$ cat src/hdl/stksort_pkg.sv
// ----------------------------------------------------------------------------
// stksort_pkg
// Shared sizes, opcodes and item types of the sorting stack.
// ----------------------------------------------------------------------------
package stksort_pkg;

	// store geometry
	localparam int DEPTH      = 64;
	localparam int DATA_WIDTH = 32;
	localparam int IDX_W      = (DEPTH > 1) ? $clog2(DEPTH) : 1;
	localparam int CNT_W      = $clog2(DEPTH + 1);

	// opcodes
	localparam logic [1:0] OP_PUSH = 2'd0;
	localparam logic [1:0] OP_POP  = 2'd1;
	localparam logic [1:0] OP_PEEK = 2'd2;
	localparam logic [1:0] OP_SORT = 2'd3;

	// request item
	typedef struct packed {
		logic [1:0]         opcode;
		logic signed [31:0] push_value;
	} stksort_in_t;

	// result item
	typedef struct packed {
		logic signed [31:0] read_value;
		logic               was_empty;
		logic               rejected;
		logic [6:0]         entry_count;
	} stksort_out_t;

endpackage

$ cat src/hdl/stksort_ram.sv
// ----------------------------------------------------------------------------
// stksort_ram
// Generic single write port, single read port RAM with registered read data.
// ----------------------------------------------------------------------------
module stksort_ram #(
	parameter int WIDTH = 32,
	parameter int DEPTH = 64
) (
	input  logic                                     clk,
	input  logic                                     we,
	input  logic [(DEPTH > 1 ? $clog2(DEPTH) : 1)-1:0] waddr,
	input  logic [WIDTH-1:0]                         wdata,
	input  logic [(DEPTH > 1 ? $clog2(DEPTH) : 1)-1:0] raddr,
	output logic [WIDTH-1:0]                         rdata
);

	logic [WIDTH-1:0] mem_q [DEPTH];

	// write port and registered read port
	always_ff @(posedge clk) begin
		if (we) begin
			mem_q[waddr] <= wdata;
		end
		rdata <= mem_q[raddr];
	end

endmodule

$ cat src/hdl/stack_with_in_place_sort_top.sv
// ----------------------------------------------------------------------------
// stack_with_in_place_sort_top
// Stack of signed values with push, pop, peek and in-place selection sort.
// ----------------------------------------------------------------------------
// Usage:
//   Requests enter on in_valid/in_ready/in_item, one result per request leaves
//   on out_valid/out_ready/out_item. Each item carries an opcode (push, pop,
//   peek, sort) and a push value; each result carries the read value, empty
//   and rejected flags and the entry count after the operation.
//   Push, and pop/peek on an empty stack, finish in the accept cycle: the
//   result is loaded into the output register at the end of that cycle,
//   and such items can be taken once per cycle while the receiver keeps up.
//   Pop and peek on a non-empty stack pass through S_READ for the store's
//   registered read.
//   Sort holds the request side while one compare unit walks the store, one
//   entry read per cycle, and each pass ends with at most two writes for the
//   swap, in S_SWAP1 and S_SWAP2.
//   Only one item is in flight at a time; a new item is taken when the output
//   register is empty or is being emptied in the same cycle, so a stalled
//   receiver stalls the request side.
//   Reset empties the stack; store contents are not cleared and need no
//   clearing pass.
// ----------------------------------------------------------------------------
module stack_with_in_place_sort_top
	import stksort_pkg::*;
(
	input  logic         clk,
	input  logic         arst_n,
	input  logic         in_valid,
	output logic         in_ready,
	input  stksort_in_t  in_item,
	output logic         out_valid,
	input  logic         out_ready,
	output stksort_out_t out_item
);

	// sequencer states
	localparam logic [2:0] S_IDLE  = 3'd0;
	localparam logic [2:0] S_READ  = 3'd1;
	localparam logic [2:0] S_ISSUE = 3'd2;
	localparam logic [2:0] S_FIRST = 3'd3;
	localparam logic [2:0] S_SCAN  = 3'd4;
	localparam logic [2:0] S_SWAP1 = 3'd5;
	localparam logic [2:0] S_SWAP2 = 3'd6;

	logic [2:0]            state_q;
	logic [CNT_W-1:0]      count_q;
	logic [IDX_W-1:0]      pass_q;
	logic [IDX_W-1:0]      rd_ptr_q;
	logic [IDX_W-1:0]      cmp_idx_q;
	logic [IDX_W-1:0]      best_idx_q;
	logic [DATA_WIDTH-1:0] best_val_q;
	logic [DATA_WIDTH-1:0] first_val_q;
	logic                  out_valid_q;
	stksort_out_t          out_q;

	logic                  in_fire;
	logic                  full;
	logic                  empty;
	logic                  ram_we;
	logic [IDX_W-1:0]      ram_waddr;
	logic [DATA_WIDTH-1:0] ram_wdata;
	logic [IDX_W-1:0]      ram_raddr;
	logic [DATA_WIDTH-1:0] ram_rdata;
	logic                  take_new;
	logic                  scan_last;
	logic                  more_passes;
	logic [IDX_W-1:0]      pass_nxt;
	logic                  res_load;
	stksort_out_t          res_d;

	assign full        = (count_q == CNT_W'(DEPTH));
	assign empty       = (count_q == '0);
	assign in_ready    = (state_q == S_IDLE) && (!out_valid_q || out_ready);
	assign in_fire     = in_valid && in_ready;
	assign take_new    = $signed(ram_rdata) < $signed(best_val_q);
	assign scan_last   = (CNT_W'(cmp_idx_q) == count_q - 1'b1);
	assign pass_nxt    = pass_q + 1'b1;
	assign more_passes = (CNT_W'(pass_q) + CNT_W'(2) < count_q);

	// read address: top of stack while idle, scan pointer while sorting
	assign ram_raddr = (state_q == S_IDLE) ? IDX_W'(count_q - 1'b1) : rd_ptr_q;

	// write port: push, or the two halves of a swap
	always_comb begin
		ram_we    = 1'b0;
		ram_waddr = IDX_W'(count_q);
		ram_wdata = DATA_WIDTH'(in_item.push_value);
		case (state_q)
			S_IDLE: begin
				ram_we = in_fire && (in_item.opcode == OP_PUSH) && !full;
			end
			S_SWAP1: begin
				ram_we    = (best_idx_q != pass_q);
				ram_waddr = pass_q;
				ram_wdata = best_val_q;
			end
			S_SWAP2: begin
				ram_we    = 1'b1;
				ram_waddr = best_idx_q;
				ram_wdata = first_val_q;
			end
			default: begin
				ram_we = 1'b0;
			end
		endcase
	end

	// result assembly
	always_comb begin
		res_load             = 1'b0;
		res_d.read_value     = '0;
		res_d.was_empty      = 1'b0;
		res_d.rejected       = 1'b0;
		res_d.entry_count    = 7'(count_q);
		case (state_q)
			S_IDLE: begin
				if (in_fire) begin
					case (in_item.opcode)
						OP_PUSH: begin
							res_load          = 1'b1;
							res_d.rejected    = full;
							res_d.entry_count = full ? 7'(count_q) : 7'(count_q + 1'b1);
						end
						OP_POP, OP_PEEK: begin
							res_load        = empty;
							res_d.was_empty = 1'b1;
						end
						default: begin
							res_load = (count_q < CNT_W'(2));
						end
					endcase
				end
			end
			S_READ: begin
				res_load         = 1'b1;
				res_d.read_value = 32'($signed(ram_rdata));
			end
			S_SWAP1: begin
				res_load = (best_idx_q == pass_q) && !more_passes;
			end
			S_SWAP2: begin
				res_load = !more_passes;
			end
			default: begin
				res_load = 1'b0;
			end
		endcase
	end

	// sequencer and stack depth
	always_ff @(posedge clk or negedge arst_n) begin
		if (!arst_n) begin
			state_q <= S_IDLE;
			count_q <= '0;
			pass_q  <= '0;
		end else begin
			case (state_q)
				S_IDLE: begin
					if (in_fire) begin
						case (in_item.opcode)
							OP_PUSH: begin
								if (!full) begin
									count_q <= count_q + 1'b1;
								end
							end
							OP_POP, OP_PEEK: begin
								if (!empty) begin
									state_q <= S_READ;
									if (in_item.opcode == OP_POP) begin
										count_q <= count_q - 1'b1;
									end
								end
							end
							default: begin
								if (!(count_q < CNT_W'(2))) begin
									state_q <= S_ISSUE;
									pass_q  <= '0;
								end
							end
						endcase
					end
				end
				S_READ: begin
					state_q <= S_IDLE;
				end
				S_ISSUE: begin
					state_q <= S_FIRST;
				end
				S_FIRST: begin
					state_q <= S_SCAN;
				end
				S_SCAN: begin
					if (scan_last) begin
						state_q <= S_SWAP1;
					end
				end
				S_SWAP1: begin
					if (best_idx_q != pass_q) begin
						state_q <= S_SWAP2;
					end else if (more_passes) begin
						state_q <= S_ISSUE;
						pass_q  <= pass_nxt;
					end else begin
						state_q <= S_IDLE;
					end
				end
				S_SWAP2: begin
					if (more_passes) begin
						state_q <= S_ISSUE;
						pass_q  <= pass_nxt;
					end else begin
						state_q <= S_IDLE;
					end
				end
				default: begin
					state_q <= S_IDLE;
				end
			endcase
		end
	end

	// scan pointers and the running minimum of a pass
	always_ff @(posedge clk) begin
		case (state_q)
			S_IDLE: begin
				rd_ptr_q <= '0;
			end
			S_ISSUE: begin
				rd_ptr_q <= pass_q + 1'b1;
			end
			S_FIRST: begin
				best_val_q  <= ram_rdata;
				first_val_q <= ram_rdata;
				best_idx_q  <= pass_q;
				cmp_idx_q   <= rd_ptr_q;
				rd_ptr_q    <= rd_ptr_q + 1'b1;
			end
			S_SCAN: begin
				if (take_new) begin
					best_val_q <= ram_rdata;
					best_idx_q <= cmp_idx_q;
				end
				cmp_idx_q <= rd_ptr_q;
				rd_ptr_q  <= rd_ptr_q + 1'b1;
			end
			default: begin
				rd_ptr_q <= pass_nxt;
			end
		endcase
	end

	// output register
	always_ff @(posedge clk or negedge arst_n) begin
		if (!arst_n) begin
			out_valid_q <= 1'b0;
		end else if (res_load) begin
			out_valid_q <= 1'b1;
		end else if (out_ready) begin
			out_valid_q <= 1'b0;
		end
	end

	always_ff @(posedge clk) begin
		if (res_load) begin
			out_q <= res_d;
		end
	end

	assign out_valid = out_valid_q;
	assign out_item  = out_q;

	// value store
	stksort_ram #(
		.WIDTH (DATA_WIDTH),
		.DEPTH (DEPTH)
	) u_store (
		.clk   (clk),
		.we    (ram_we),
		.waddr (ram_waddr),
		.wdata (ram_wdata),
		.raddr (ram_raddr),
		.rdata (ram_rdata)
	);

	// checks
	a_count_bound: assert property (@(posedge clk) disable iff (!arst_n)
		count_q <= CNT_W'(DEPTH))
		else $error("stack depth beyond capacity");

	a_busy_out_free: assert property (@(posedge clk) disable iff (!arst_n)
		(state_q != S_IDLE) |-> !out_valid_q)
		else $error("result register occupied while an item is in work");

	a_busy_count_stable: assert property (@(posedge clk) disable iff (!arst_n)
		(state_q != S_IDLE) |=> $stable(count_q))
		else $error("depth changed during a multi-cycle operation");

	a_push_grows: assert property (@(posedge clk) disable iff (!arst_n)
		(in_fire && (in_item.opcode == OP_PUSH) && !full)
			|=> (count_q == CNT_W'($past(count_q) + 1'b1)))
		else $error("accepted push did not grow the stack");

endmodule

$ cat config.mk
export PLATFORM = sky130hd
export DESIGN_NAME = stack_with_in_place_sort_top
export DESIGN_NICKNAME = d
export VERILOG_FILES = /design/src/hdl/stksort_pkg.sv /design/src/hdl/stksort_ram.sv /design/src/hdl/stack_with_in_place_sort_top.sv
export SDC_FILE = /design/constraint.sdc
export NUM_CORES = 2
export LEC_CHECK = 0
export BUFFER_PORTS_ARGS = -buffer_cell sky130_fd_sc_hd__clkbuf_2
export CAP_MARGIN = 20
export CORE_MARGIN = 1.5
export CORE_UTILIZATION = 30
export CTS_BUF_LIST = sky130_fd_sc_hd__clkbuf_8
export DETAILED_ROUTE_END_ITERATION = 8
export GPL_ROUTABILITY_DRIVEN = 0
export PLACE_DENSITY_LB_ADDON = 0.15
export REMOVE_ABC_BUFFERS = 1
export SYNTH_ARGS = -nofsm -noshare
export SYNTH_HDL_FRONTEND = slang
export SYNTH_SLANG_ARGS = --single-unit
$ cat constraint.sdc
create_clock -name clk -period 5.3 [get_ports clk]
set_input_delay 0.265 -clock clk [delete_from_list [all_inputs] [get_ports clk]]
set_output_delay 0.265 -clock clk [all_outputs]
set_load 0.01 [all_outputs]
==> reports/qor.yml <==
end_kind: "flop"
maxSlewViolCount: 0
root_buffer: "clkbuf_8"
core_sq_mm: 0.316
gr-usage-met3: 0.0282
grt_usage: 0.192
min_period_ns: 4.92
timing.critical_path.buf_inv: 4
power.share.switching: 0.430
insertion_delay_ns: 1.10
synthTopCellsByCount: "edfxtp_1, mux2i_1, nand2_1"
grt_max_degree: 113
ys_warn_count: 0
vias: 57600
design.die.area_sq_mm: 0.321
worst-path-max-fanout: 112
nFillCells: 30300
powerDensity_mw_per_mm2: 635
synth_cells: 6468
pwr-share-comb: 0.479
maxCapViolations: 0
grt_pass1_vias: 57800
synth_edf_count: 2165
syn_area_per_cell_sq_um: 14.8
yosys.cell_count.top_type: "edfxtp_1"
drive_above_1_share: 0.153
slowest_stage: "a21oi_4"
critical_path.max_stage_delay_ns: 0.76
tns_ns: 0
die_x_microns: 567
drc_errors: 0
cts_buffer_depth: 4
synth_top_area_frac: 0.681
worst_ep_required_time_ns: 6.26
arrival_ns: 5.88
period_share: 0.928
grt_busiest_layer: "met2"
gr-total-overflow: 0
cts_inserted_buffers: 399
yosys.area.top_type: "edfxtp_1"
switchingPower_uw: 30100
fin_worst_skew_ns: 0.136
ys_ff_latch: 2220
rsz0062_at_grt: "no"
maxSlewHeadroom: 0.183
grt_pass1_wl_microns: 444000
async_flop_share: 0.00766
grtUsageMet1: 0.265
portBuffers: 80
htreeDepth: 5
io_pins: 81
path_delay_family: "compound AO/OA/AOI/OAI gates"
crit_chain: "clkinv_1 > ha_1 > nor4_1 > buf_4 > a21oi_4 > buf_4 > buf_12 > nand3_1 > o211a_1 > a311oi_1 > or3_1 > o211a_1"
drt-total-wl_microns: 317000
vias_per_cell: 5.11
clock_sinks: 2220
synthTopCellsByArea: "edfxtp_1, mux2i_1, nand2_1"
seq_power_share: 0.306
antenna_found_initial: 25
p_int_uw: 39900
ys_types: 62
fmax_mhz: 203
initial_core_util: 0.302
syn_area_sq_mm: 0.0954
fp.dieH_microns: 567
synth_seq_area_share: 0.694
hold_class: "in2reg"
place_hpwl_microns: 183000
path_clk_slew_ns: 0.06
peakVddDrop_mv: 0.705
hold_violations: 0
final_util: 0.349
outcome: "finished clean"
final-setup-viol-count: 0
drtPass1Iterations: 5
wl_per_cell_microns: 28.1
ant_nets: 0
use_met2: 0.314
cts_tree: "yes"
design.final.nets: 6884
rows: 206
leakage_uw: 0.0407
clockPowerShare: 0.215
area_delta_synth_final_pct: 15.5
cp-start-kind: "flop"
worst-setup-path-type: "reg2reg"
drt_iter0_markers: 5046
tightestPinTransition_ns: 1.23
synth-main-ff-cell: "edfxtp_1"
[per-stage QoR]
step           setup slack (ns)  cells  power (uW)  instance area [sq um]  hold WS [ns]
4_1_cts                   0.389  11300       70600                 110000        0.0520
3_5_place_dp              0.471  10500       55300                 103000         0.350
2_1_floorplan            -47.94   6033       43200                  93500       -0.0306
6_report                  0.384  11300       70000                 110000         0.134
3_3_place_gp              0.558  10500       55300                 103000         0.350
5_1_grt                   0.353  11300       73100                 110000        0.0948
[flip-flops by register name (all words and copies together), names as in the netlist]
name	count
u_store.mem_q	2048
out_item	41
best_val_q	32
first_val_q	32
u_store.rdata	32
count_q	7
best_idx_q	6
cmp_idx_q	6
pass_q	6
rd_ptr_q	6
state_q	3
out_valid	1
[worst min-delay path, stage by stage]
cell and delay, ns:
clkbuf_2 0.08, nand2_1 0.07, nand2_2 0.45
[kinds of logic (layout without fill, tap and decap cells)]
kind of cell	after synthesis	in the layout	synth area share
other	0	7	0
AND/OR/NAND/NOR	1637	1637	0.0723
XOR/XNOR	34	34	0.00312
adder cells (fa/ha/maj)	46	46	0.00603
AO/OA/AOI/OAI	784	784	0.0682
buffers and inverters	485	1133	0.0224
multiplexers	1262	1262	0.134
flip-flops	2220	2220	0.694
[placed cells by master (no fill, tap or decap), types with 38 or more instances in the layout]
cell type / netlist / routed
edfxtp_1: 2165 / 2165
clkbuf_8: 0 / 415
a21o_1: 141 / 140
mux2i_1: 1132 / 1131
mux2_2: 128 / 127
clkbuf_2: 0 / 80
nor2_4: 0 / 72
ha_1: 46 / 46
nand2_1: 1129 / 1095
o211a_1: 155 / 155
nand3_1: 211 / 211
clkinv_2: 0 / 39
a311oi_1: 63 / 63
and3_1: 69 / 69
a311o_1: 62 / 62
inv_1: 49 / 206
clkinv_1: 1 / 79
and2_1: 39 / 38
buf_4: 40 / 199
buf_12: 0 / 66
a31oi_1: 71 / 71
[power by group through the flow]
stage	clock (uW)	sequential, uW	combinational [uW]
after floorplan	0	22100	21100
after global placement	0	21800	33500
after detailed placement	0	21800	33500
after CTS	15500	21400	33700
after global routing	16200	21500	35400
final	15000	21400	33500
[metal layers]
layer / routed length, microns / share of wire
met5: 0 / 0
met4: 8010 / 0.025
met3: 16600 / 0.052
met2: 149000 / 0.47
met1: 144000 / 0.45
[worst paths after layout]
check / cells past startpoint / slack [ns] / end / start
setup / recovery: 12 / 0.38 / u_store.rdata[20] / count_q[0]
hold / removal: 3 / 0.13 / u_store.mem_q[39][27] / in_item[27]
setup reg to reg: 12 / 0.38 / u_store.rdata[20] / count_q[0]
hold reg to reg: 0 / 0.49 / cmp_idx_q[5] / rd_ptr_q[5]
max in group asynchronous: 4 / 4.53 / state_q[2] / arst_n
min in group asynchronous: 4 / 0.58 / out_valid / arst_n
[final cells by class]
| class | instances | area [sq um] | share of cell area |
|---|---|---|---|
| flip-flops and latches | 2220 | 66200 | 0.601 |
| multi-input cells | 3763 | 27900 | 0.253 |
| clock buffers | 415 | 5710 | 0.0518 |
| repair buffers | 366 | 3440 | 0.0312 |
| inverters | 50 | 188 | 0.00170 |
| diodes | 7 | 17.5 | 0.000159 |
| clock inverters | 302 | 1570 | 0.0142 |
| well taps | 4160 | 5200 | 0.0472 |
[what timing repair did]
| action | CTS | global route |
|---|---|---|
| resized for setup | 0 | 0 |
| hold buffers | 21 | 0 |
| buffers inserted | 0 | 0 |
| endpoints found under the hold margin | 428 | 0 |
(Power assumes the default switching activity.)
